==> src/rtl/hts_pkg.sv <==
package hts_pkg;

   localparam logic [1:0] CMD_GOOD = 2'd0;
   localparam logic [1:0] CMD_BAD  = 2'd1;
   localparam logic [1:0] CMD_RF   = 2'd2;
   localparam logic [1:0] CMD_POLL = 2'd3;

   localparam logic [1:0] KIND_SYNC  = 2'd0;
   localparam logic [1:0] KIND_STATS = 2'd1;
   localparam logic [1:0] KIND_CONN  = 2'd2;
   localparam logic [1:0] KIND_DISC  = 2'd3;

   localparam logic [1:0] REG_INTERVAL = 2'd0;
   localparam logic [1:0] REG_LATCH    = 2'd1;
   localparam logic [1:0] REG_TIMEOUT  = 2'd2;

   localparam logic [16:0] INTERVAL_RESET = 17'd4000;
   localparam logic [16:0] INTERVAL_MAX   = 17'd100000;
   localparam logic [15:0] LATCH_RESET    = 16'd1000;
   localparam logic [15:0] TIMEOUT_RESET  = 16'd1000;
   localparam logic [15:0] LIMIT_RESET    = 16'd5;
   localparam logic [31:0] SYNC_PERIOD_MS = 32'd200;
   localparam logic [32:0] SAFE_MARGIN    = 33'd1000;
   localparam logic [47:0] WINDOW_SPAN    = 48'd20000;

   localparam int DIVD_W = 48;
   localparam int DSR_W  = 17;
   localparam int CNT_W  = 6;

   typedef struct packed {
      logic capture;
      logic exec;
      logic lim_start;
      logic mul;
      logic sum;
      logic fin_mod;
      logic fin_avg;
      logic fin_lim;
      logic emit;
   } ctrl_cmd_type;

   typedef struct packed {
      logic [1:0] cmd;
      logic       rf_ge;
      logic       pend_any;
      logic       slot_free;
      logic       div_done;
   } dp_status_type;

endpackage

==> src/rtl/handset_timing_sync_tracker_core.sv <==
// Handset timing tracker. One request is accepted at a time: a bad frame event is only counted,
// a good frame event raises the connected result when the link was down, a poll raises at most
// three results, each held in the output register until taken, so a stalled result side stalls
// the poll, and an RF-sent event waits on the shared 48-step one-bit-per-cycle divider that
// forms the modulo or the windowed average. A write of packet_interval_us drops req_tready
// while the same divider recomputes the averaging window. A sync result carries the interval
// times ten and the averaged offset less 1000 in tenths of a microsecond; tally width is set
// by TALLY_BITS.
module handset_timing_sync_tracker_core
   import hts_pkg::*;
#(
   parameter int TALLY_BITS = 16
) (
   input  logic        clock,
   input  logic        reset,
   input  logic        req_tvalid,
   output logic        req_tready,
   input  logic [1:0]  req_tuser,   // cmd
   input  logic [63:0] req_tdata,   // time_us, time_ms
   output logic        rsp_tvalid,
   input  logic        rsp_tready,
   output logic [1:0]  rsp_tuser,   // kind
   output logic        rsp_tlast,
   output logic [87:0] rsp_tdata,   // rate_tenths_us, offset_tenths_us, good_frames, bad_frames
   input  logic        csr_we,
   input  logic [1:0]  csr_index,
   input  logic [16:0] csr_wdata
);

   ctrl_cmd_type  cmd;
   dp_status_type status;

   hts_ctrl u_ctrl (
      .clock      (clock),
      .reset      (reset),
      .req_tvalid (req_tvalid),
      .req_tready (req_tready),
      .csr_we     (csr_we),
      .csr_index  (csr_index),
      .status     (status),
      .cmd        (cmd)
   );

   hts_dp #(.TALLY_BITS(TALLY_BITS)) u_dp (
      .clock      (clock),
      .reset      (reset),
      .cmd        (cmd),
      .status     (status),
      .req_tuser  (req_tuser),
      .req_tdata  (req_tdata),
      .csr_we     (csr_we),
      .csr_index  (csr_index),
      .csr_wdata  (csr_wdata),
      .rsp_tready (rsp_tready),
      .rsp_tvalid (rsp_tvalid),
      .rsp_tuser  (rsp_tuser),
      .rsp_tlast  (rsp_tlast),
      .rsp_tdata  (rsp_tdata)
   );

endmodule

==> src/rtl/hts_div.sv <==
module hts_div
   import hts_pkg::*;
(
   input  logic              clock,
   input  logic              reset,
   input  logic              start,
   input  logic [DIVD_W-1:0] dividend,
   input  logic [DSR_W-1:0]  divisor,
   output logic              done,
   output logic [DIVD_W-1:0] quotient,
   output logic [DSR_W-1:0]  remainder
);

   logic              busy_ff;
   logic              done_ff;
   logic [CNT_W-1:0]  cnt_ff;
   logic [DIVD_W-1:0] quo_ff;
   logic [DSR_W-1:0]  rem_ff;
   logic [DSR_W-1:0]  dsr_ff;
   logic [DSR_W:0]    trial;
   logic              fits;
   logic [DSR_W-1:0]  rem_in;

   always_comb begin
      trial  = {rem_ff, quo_ff[DIVD_W-1]};
      fits   = trial >= {1'b0, dsr_ff};
      rem_in = fits ? DSR_W'(trial - {1'b0, dsr_ff}) : DSR_W'(trial);
   end

   always_ff @(posedge clock) begin
      if (reset) begin
         busy_ff <= 1'b0;
         done_ff <= 1'b0;
         cnt_ff  <= '0;
      end else begin
         done_ff <= 1'b0;
         if (start) begin
            busy_ff <= 1'b1;
            cnt_ff  <= '0;
            quo_ff  <= dividend;
            rem_ff  <= '0;
            dsr_ff  <= divisor;
         end else if (busy_ff) begin
            quo_ff <= {quo_ff[DIVD_W-2:0], fits};
            rem_ff <= rem_in;
            cnt_ff <= cnt_ff + 1'b1;
            if (cnt_ff == CNT_W'(DIVD_W - 1)) begin
               busy_ff <= 1'b0;
               done_ff <= 1'b1;
            end
         end
      end
   end

   assign done      = done_ff;
   assign quotient  = quo_ff;
   assign remainder = rem_ff;

endmodule

==> src/rtl/hts_dp.sv <==
module hts_dp
   import hts_pkg::*;
#(
   parameter int TALLY_BITS = 16
) (
   input  logic          clock,
   input  logic          reset,
   input  ctrl_cmd_type  cmd,
   output dp_status_type status,
   input  logic [1:0]    req_tuser,
   input  logic [63:0]   req_tdata,
   input  logic          csr_we,
   input  logic [1:0]    csr_index,
   input  logic [16:0]   csr_wdata,
   input  logic          rsp_tready,
   output logic          rsp_tvalid,
   output logic [1:0]    rsp_tuser,
   output logic          rsp_tlast,
   output logic [87:0]   rsp_tdata
);

   logic [1:0]            cmd_ff;
   logic [31:0]           tus_ff, tms_ff;
   logic [16:0]           iv_ff;
   logic [15:0]           latch_ff, tmo_ff;
   logic [31:0]           last_us_ff, last_ms_ff;
   logic                  link_ff;
   logic [TALLY_BITS-1:0] good_ff, bad_ff;
   logic [31:0]           stats_stamp_ff, sync_stamp_ff;
   logic signed [31:0]    avg_ff;
   logic [15:0]           fill_ff, limit_ff;
   logic signed [47:0]    prod_ff, tdel_ff;
   logic                  neg_ff;
   logic [3:0]            pend_ff;
   logic                  ovalid_ff, olast_ff;
   logic [1:0]            okind_ff;
   logic [83:0]           odata_ff;

   logic [31:0]           du;
   logic                  ge;
   logic [15:0]           fill_inc, fill_new;
   logic signed [47:0]    dlt48, sum;
   logic [47:0]           mag;
   logic                  div_start, div_done;
   logic [DIVD_W-1:0]     dvd, quo;
   logic [DSR_W-1:0]      dsr, rem;
   logic signed [31:0]    avg_res;
   logic [16:0]           iv_wr;
   logic [3:0]            sel;
   logic                  f_sync, f_stats, f_disc;
   logic signed [32:0]    off_wide;
   logic [31:0]           off_sat;
   logic [19:0]           rate_v;
   logic [15:0]           good16, bad16;
   logic [TALLY_BITS-1:0] good_inc, bad_inc;
   logic                  slot_free;

   always_comb begin
      du       = tus_ff - last_us_ff;
      ge       = $signed(du) >= $signed({15'd0, iv_ff});
      fill_inc = fill_ff + 16'd1;
      fill_new = (fill_inc > limit_ff) ? limit_ff : fill_inc;
      dlt48    = 48'(signed'(du));
      sum      = prod_ff + tdel_ff;
      mag      = sum[47] ? 48'(-sum) : 48'(sum);

      div_start = cmd.lim_start || cmd.sum || (cmd.exec && cmd_ff == CMD_RF && ge);
      if (cmd.lim_start) begin
         dvd = WINDOW_SPAN;
         dsr = iv_ff;
      end else if (cmd.sum) begin
         dvd = mag;
         dsr = {1'b0, fill_ff};
      end else begin
         dvd = {16'd0, du};
         dsr = iv_ff;
      end

      if (!neg_ff) begin
         avg_res = (quo > 48'h7FFF_FFFF) ? 32'sh7FFF_FFFF : signed'(32'(quo));
      end else begin
         avg_res = (quo > 48'h8000_0000) ? 32'sh8000_0000 : -signed'(32'(quo));
      end

      if (csr_wdata == 17'd0) iv_wr = 17'd1;
      else if (csr_wdata > INTERVAL_MAX) iv_wr = INTERVAL_MAX;
      else iv_wr = csr_wdata;

      f_sync  = link_ff && ((tms_ff - sync_stamp_ff) >= SYNC_PERIOD_MS);
      f_stats = (tms_ff - stats_stamp_ff) >= {16'd0, latch_ff};
      f_disc  = link_ff && ((tms_ff - last_ms_ff) > {16'd0, tmo_ff});

      if (pend_ff[0]) sel = 4'b0001;
      else if (pend_ff[1]) sel = 4'b0010;
      else if (pend_ff[2]) sel = 4'b0100;
      else if (pend_ff[3]) sel = 4'b1000;
      else sel = 4'b0000;

      off_wide = 33'(signed'(avg_ff)) - signed'(SAFE_MARGIN);
      if (off_wide > 33'sh0_7FFF_FFFF) off_sat = 32'h7FFF_FFFF;
      else if (off_wide < -33'sh0_8000_0000) off_sat = 32'h8000_0000;
      else off_sat = 32'(off_wide);
      rate_v = 20'({3'd0, iv_ff} * 20'd10);

      if (TALLY_BITS > 16 && good_ff > TALLY_BITS'(17'h0FFFF)) good16 = 16'hFFFF;
      else good16 = 16'(good_ff);
      if (TALLY_BITS > 16 && bad_ff > TALLY_BITS'(17'h0FFFF)) bad16 = 16'hFFFF;
      else bad16 = 16'(bad_ff);
      good_inc = (good_ff == '1) ? good_ff : good_ff + 1'b1;
      bad_inc  = (bad_ff == '1) ? bad_ff : bad_ff + 1'b1;

      slot_free = !ovalid_ff || rsp_tready;
   end

   hts_div u_div (
      .clock     (clock),
      .reset     (reset),
      .start     (div_start),
      .dividend  (dvd),
      .divisor   (dsr),
      .done      (div_done),
      .quotient  (quo),
      .remainder (rem)
   );

   always_ff @(posedge clock) begin
      if (reset) begin
         cmd_ff         <= CMD_GOOD;
         iv_ff          <= INTERVAL_RESET;
         latch_ff       <= LATCH_RESET;
         tmo_ff         <= TIMEOUT_RESET;
         last_us_ff     <= '0;
         last_ms_ff     <= '0;
         link_ff        <= 1'b0;
         good_ff        <= '0;
         bad_ff         <= '0;
         stats_stamp_ff <= '0;
         sync_stamp_ff  <= '0;
         avg_ff         <= '0;
         fill_ff        <= '0;
         limit_ff       <= LIMIT_RESET;
         neg_ff         <= 1'b0;
         pend_ff        <= '0;
         ovalid_ff      <= 1'b0;
      end else begin
         if (cmd.capture) begin
            cmd_ff <= req_tuser;
            tus_ff <= req_tdata[31:0];
            tms_ff <= req_tdata[63:32];
         end
         if (csr_we) begin
            case (csr_index)
               REG_INTERVAL: begin
                  iv_ff         <= iv_wr;
                  avg_ff        <= '0;
                  fill_ff       <= '0;
                  sync_stamp_ff <= sync_stamp_ff - SYNC_PERIOD_MS;
               end
               REG_LATCH:   latch_ff <= csr_wdata[15:0];
               REG_TIMEOUT: tmo_ff   <= csr_wdata[15:0];
               default: ;
            endcase
         end
         if (cmd.exec) begin
            case (cmd_ff)
               CMD_GOOD: begin
                  good_ff    <= good_inc;
                  last_us_ff <= tus_ff;
                  last_ms_ff <= tms_ff;
                  link_ff    <= 1'b1;
                  pend_ff    <= {3'b000, !link_ff};
               end
               CMD_BAD:  bad_ff <= bad_inc;
               CMD_RF:   if (!ge) fill_ff <= fill_new;
               default:  pend_ff <= {f_disc, f_stats, f_sync, 1'b0};
            endcase
         end
         if (cmd.mul) begin
            prod_ff <= 48'(avg_ff * signed'({1'b0, fill_ff - 16'd1}));
            tdel_ff <= (dlt48 <<< 3) + (dlt48 <<< 1);
         end
         if (cmd.sum) neg_ff <= sum[47];
         if (cmd.fin_mod) begin
            avg_ff        <= -signed'(32'({15'd0, rem} * 32'd10));
            fill_ff       <= '0;
            sync_stamp_ff <= sync_stamp_ff - SYNC_PERIOD_MS;
         end
         if (cmd.fin_avg) avg_ff <= avg_res;
         if (cmd.fin_lim) limit_ff <= (quo == '0) ? 16'd1 : quo[15:0];
         if (cmd.emit) begin
            pend_ff   <= pend_ff & ~sel;
            ovalid_ff <= 1'b1;
            olast_ff  <= (pend_ff & ~sel) == 4'b0000;
            odata_ff  <= '0;
            case (sel)
               4'b0010: begin
                  okind_ff       <= KIND_SYNC;
                  odata_ff[19:0] <= rate_v;
                  odata_ff[51:20] <= off_sat;
                  sync_stamp_ff  <= tms_ff;
               end
               4'b0100: begin
                  okind_ff        <= KIND_STATS;
                  odata_ff[67:52] <= good16;
                  odata_ff[83:68] <= bad16;
                  good_ff         <= '0;
                  bad_ff          <= '0;
                  stats_stamp_ff  <= tms_ff;
               end
               4'b1000: begin
                  okind_ff <= KIND_DISC;
                  link_ff  <= 1'b0;
               end
               default: okind_ff <= KIND_CONN;
            endcase
         end else if (rsp_tready) begin
            ovalid_ff <= 1'b0;
         end
      end
   end

   always_comb begin
      status.cmd       = cmd_ff;
      status.rf_ge     = ge;
      status.pend_any  = pend_ff != 4'b0000;
      status.slot_free = slot_free;
      status.div_done  = div_done;
   end

   assign rsp_tvalid = ovalid_ff;
   assign rsp_tuser  = okind_ff;
   assign rsp_tlast  = olast_ff;
   assign rsp_tdata  = {4'd0, odata_ff};

endmodule

==> src/rtl/hts_ctrl.sv <==
module hts_ctrl
   import hts_pkg::*;
(
   input  logic          clock,
   input  logic          reset,
   input  logic          req_tvalid,
   output logic          req_tready,
   input  logic          csr_we,
   input  logic [1:0]    csr_index,
   input  dp_status_type status,
   output ctrl_cmd_type  cmd
);

   localparam logic [2:0] S_IDLE = 3'd0;
   localparam logic [2:0] S_EXEC = 3'd1;
   localparam logic [2:0] S_MUL  = 3'd2;
   localparam logic [2:0] S_SUM  = 3'd3;
   localparam logic [2:0] S_DIVW = 3'd4;
   localparam logic [2:0] S_EMIT = 3'd5;
   localparam logic [2:0] S_LIM  = 3'd6;

   localparam logic [1:0] DK_MOD = 2'd0;
   localparam logic [1:0] DK_AVG = 2'd1;
   localparam logic [1:0] DK_LIM = 2'd2;

   logic [2:0] state_ff, state_in;
   logic [1:0] dk_ff, dk_in;
   logic       iv_write;

   always_comb begin
      iv_write   = csr_we && csr_index == REG_INTERVAL;
      req_tready = state_ff == S_IDLE && !iv_write;
      cmd        = '0;
      state_in   = state_ff;
      dk_in      = dk_ff;
      case (state_ff)
         S_IDLE: begin
            if (iv_write) begin
               state_in = S_LIM;
            end else if (req_tvalid) begin
               cmd.capture = 1'b1;
               state_in    = S_EXEC;
            end
         end
         S_EXEC: begin
            cmd.exec = 1'b1;
            case (status.cmd)
               CMD_BAD: state_in = S_IDLE;
               CMD_RF: begin
                  if (status.rf_ge) begin
                     dk_in    = DK_MOD;
                     state_in = S_DIVW;
                  end else begin
                     state_in = S_MUL;
                  end
               end
               default: state_in = S_EMIT;
            endcase
         end
         S_MUL: begin
            cmd.mul  = 1'b1;
            state_in = S_SUM;
         end
         S_SUM: begin
            cmd.sum  = 1'b1;
            dk_in    = DK_AVG;
            state_in = S_DIVW;
         end
         S_LIM: begin
            cmd.lim_start = 1'b1;
            dk_in         = DK_LIM;
            state_in      = S_DIVW;
         end
         S_DIVW: begin
            if (status.div_done) begin
               case (dk_ff)
                  DK_MOD:  cmd.fin_mod = 1'b1;
                  DK_AVG:  cmd.fin_avg = 1'b1;
                  default: cmd.fin_lim = 1'b1;
               endcase
               state_in = S_IDLE;
            end
         end
         S_EMIT: begin
            if (!status.pend_any) state_in = S_IDLE;
            else if (status.slot_free) cmd.emit = 1'b1;
         end
         default: state_in = S_IDLE;
      endcase
   end

   always_ff @(posedge clock) begin
      if (reset) begin
         state_ff <= S_IDLE;
         dk_ff    <= DK_MOD;
      end else begin
         state_ff <= state_in;
         dk_ff    <= dk_in;
      end
   end

endmodule

==> config.mk <==
export PLATFORM = sky130hd
export DESIGN_NAME = handset_timing_sync_tracker_core
export DESIGN_NICKNAME = d
export VERILOG_FILES = /design/src/rtl/hts_pkg.sv /design/src/rtl/handset_timing_sync_tracker_core.sv /design/src/rtl/hts_div.sv /design/src/rtl/hts_dp.sv /design/src/rtl/hts_ctrl.sv
export SDC_FILE = /design/constraint.sdc
export NUM_CORES = 2
export LEC_CHECK = 0
export BUFFER_PORTS_ARGS = -buffer_cell sky130_fd_sc_hd__buf_2
export CORE_MARGIN = 2
export CORE_UTILIZATION = 55
export DETAILED_ROUTE_END_ITERATION = 10
export GPL_TIMING_DRIVEN = 0
export PLACE_DENSITY = 0.77
export SYNTH_ARGS = -nofsm -noshare
export SYNTH_HDL_FRONTEND = slang
export SYNTH_SLANG_ARGS = --single-unit
==> constraint.sdc <==
create_clock -name clock -period 13.55 [get_ports clock]
set_input_delay 4.065 -clock clock [delete_from_list [all_inputs] [get_ports clock]]
set_output_delay 4.065 -clock clock [all_outputs]
set_load 0.005 [all_outputs]
==> metrics.md <==
| Metric | Value |
|---|---|
| Max-Cap Viols | 0 |
| Initial antenna violation count | 9 |
| Clk sinks | between 600 and 700 |
| Worst r2r path cells | 31 |
| Setup slack, reg-to-reg | 770 ps |
| Per-cell routed wire length | ~22 um |
| Worst-path clk slew | approximately 60 ps |
| Top-area cell type share of the netlist area | 0.164 |
| Die X | about 330 um |
| Tot Pwr | roughly 5.9 mW |
| Sequential share of power | 0.358 |
| Worst Hold End | u_dp.stats_stamp_ff[8] |
| Grt total ovfl | 0 |
| Syn Std Cell Area | roughly 60000 um^2 |
| Worst vdd ir | approximately 0.00012 V |
| Crit share post-route | 0.943 |
| Synth top cells by count | 949 x inv_1, 845 x nand2_1, 509 x a21oi_1 |
| Remaining antenna violation count | 0 |
| IO Port Bufs | between 150 and 200 |
| Initial Utilization | 0.554 |
| Gpl congestion | 1.06 |
| Post-synth top flop | edfxtp_1 |
| Buffers plus inverters on the worst setup path | 7 |
| Row cnt | 121 |
| Root Buffer | clkbuf_16 |
| DP Area | ~63000 um^2 |
| Origin of the critical flop-to-flop path | u_dp.fill_ff[0] |
| RSZ-0062 raised after global routing | false |
| Multi-input gate area | 39900 um^2 |
| I/O pin total | between 150 and 200 |
| Setup bufs post-CTS | 0 |
| CP top delay family | adder cells |
| CP dominant cell by count | fa_1 |
| Area leader, netlist | fa_1 |
| Post-route setup slack | 770 ps |
| Achievable frequency | 0.0782 GHz |
| Setup CP Type | flip-flop to flip-flop |
| Post-synth EDFFs | about 320 |
| Worst hold start | u_dp.stats_stamp_ff[8] |
| Synth Instances | 7004 |
| Final Skew | 80.0 ps |
| Slew Limit Fails | 0 |
| Sequential cell area | roughly 15000 um^2 |
| Crit path launch type | flip-flop |
| Hold Fails Final Rpt | 0 |
| CP max-delay cell | xor2_1 |
| Synth area leaders | fa_1 16%, edfxtp_1 16%, dfxtp_1 9.8% |
| Die area | roughly 110000 um^2 |
| Async SR Flop Fraction | 0 |
| Layout fillers | 9361 |
| Comb power frac | 0.291 |
| Leakage | between 20 and 30 nW |
| Drt pass-1 iters | 6 |
| Sequential cell area fraction in the yosys report | 0.256 |
| Core Footprint | roughly 110000 um^2 |
| P_sw | ~2.1 mW |
| Minimum clock period | approximately 13000 ps |
| Design area | 65700 um^2 |
| H-tree Lvls | 3 |
| Synthesized flop and latch total | 610 |
| Switching part of the total | 0.347 |
| CP endpoint kind | flip-flop |
| Initial DRC count | 5091 |
| Critical path arrival | between 10000 and 15000 ps |
| Top-count cell post-synth | inv_1 |
| Worst hold path type | flip-flop to flip-flop |
| Least-Margin Pin Slew | 1470 ps |
| Clk pwr share | 0.351 |
| CTS Buffer Depth | 3 |
| CP required | 13910 ps |
| Yosys warnings | 0 |
| Number of global-route vias before repair | around 52000 |
| First-pass GRT wire length | roughly 290000 um |
| Internal | 3.88 mW |
| Status | finished, final reports clean |
| CTS resizes | 0 |
| Vias per cell | slightly above 6 |
| Utilization of the core after routing | 0.605 |
| Synth-to-layout area growth | 9.30% |
| Slowest stage delay, CP | ~1200 ps |
| Drt total wl | between 150000 and 200000 um |
| Detailed Place HPWL | roughly 150000 um |
| CTS tree | yes |
| CTS Hold Bufs | 0 |
| Post-layout nets | roughly 8300 |
| Count of different cell masters after synthesis | roughly 110 |
| Share of cells above drive strength 1 | 0.0579 |
| GRT Overall Usage | 0.338 |
| Die Y | around 330 um |
| Mean area per synthesized cell | 8.58 um^2 |
| Largest net degree at the start of global routing | 34 |
| CP max FO | 10 |
| Cell count after placement | 8619 |
| CTS Buf Count | 72 |
| DR vias | approximately 53000 |
| WHS Path Cells | 2 |
| Slew margin rel. | 0.0140 |
| DRC Markers | 0 |
| Non-filler instance count after layout | 8755 |
| Pre-CTS setup slack | roughly 1400 ps |
| Worst R2R End | u_dp.prod_ff[44] |
| PD cells | roughly 90 nW/um^2 |
| # setup viols final | 0 |
| Clk_lat worst skew | 700 ps |
logic make-up after synthesis:
family,synth area share
xor+xnor,0.0503
fa+ha+maj,0.263
buf+inv,0.0811
mux,0.00745
flops,0.256
other cells,0.0000624
simple gates,0.179
compound gates,0.164
layout make-up:
cell class / instances / area share
Inverter: 949 / 0.0542
Multi-Input combinational cell: 5116 / 0.608
Tap cell: 1414 / 0.0269
Buffer: 333 / 0.0200
Clock inverter: 40 / 0.00842
Timing Repair Buffer: 197 / 0.0179
Antenna cell: 3 / 0.000114
Clock buffer: 93 / 0.0303
Sequential cell: 610 / 0.234
registers in the layout, summed over array words and instances, names as in the netlist, 17 cells and up:
register and count:
u_dp.prod_ff 48, u_dp.tms_ff 32, u_dp.stats_stamp_ff 32, u_dp.sync_stamp_ff 32, u_dp.avg_ff 32, u_dp.tdel_ff 35
u_dp.iv_ff 17, u_dp.u_div.remainder 17, u_dp.last_us_ff 32, u_dp.u_div.quotient 48, u_dp.tus_ff 32, u_dp.u_div.dsr_ff 17
u_dp.last_ms_ff 32, u_dp.odata_ff 83
layer usage:
layer,share of wire,up-vias,global-route usage
met3,0.087,648,0.0605
met1,0.38,25383,0.413
met4,0.073,10,0.221
met2,0.46,2474,0.549
li1,-,24318,-
met5,0.00036,-,0
worst max-delay path by stage:
stage                          startpoint                to  depth (start not counted)
after floorplan                     reset   u_dp.prod_ff[0]                          3
after global placement              reset  u_dp.prod_ff[19]                          4
after detailed placement  u_dp.fill_ff[0]  u_dp.prod_ff[44]                         31
after CTS                 u_dp.fill_ff[0]  u_dp.prod_ff[44]                         31
after global routing      u_dp.fill_ff[0]  u_dp.prod_ff[44]                         31
final                     u_dp.fill_ff[0]  u_dp.prod_ff[44]                         31
metrics by stage:
stage	hold slack (ps)	setup TNS, ps
6_report	453	0
5_1_grt	468	0
4_1_cts	455	0
3_5_place_dp	447	0
3_3_place_gp	441	-92490
2_1_floorplan	436	0
power groups by stage:
| stage | logic (mW) | clock network, mW | registers (mW) |
|---|---|---|---|
| after floorplan | 1.21 | 0 | 2.14 |
| after global placement | 1.62 | 0 | 2.17 |
| after detailed placement | 1.68 | 0 | 2.16 |
| after CTS | 1.69 | 2.10 | 2.12 |
| after global routing | 1.89 | 2.17 | 2.13 |
| final | 1.73 | 2.08 | 2.12 |
worst register-to-register path: cells and delay by family, from the launching register on:
kind	cells	cell delay, ps
compound gates	8	2820
flops	1	330
buf+inv	7	2460
simple gates	7	1790
fa+ha+maj	8	3900
xor+xnor	1	1150
placed cells by master, fill, tap and decap left out, types with 55 or more instances in the layout:
master and count:
inv_1 949, nand2_1 845, a21oi_1 508, fa_1 493, ha_1 472, nor2_1 390, edfxtp_1 315, clkbuf_1 299
dfxtp_1 295, o21ai_0 277, xnor2_1 227, buf_2 197, a21o_1 151, and2_1 144, nand3_1 142, nor3_1 124
xor2_1 115, nor2b_1 104, and3_1 102, nand2b_1 89, nand4_1 84, clkbuf_16 74, o21a_1 55
No activity file was read; power rests on OpenSTA's default activity.
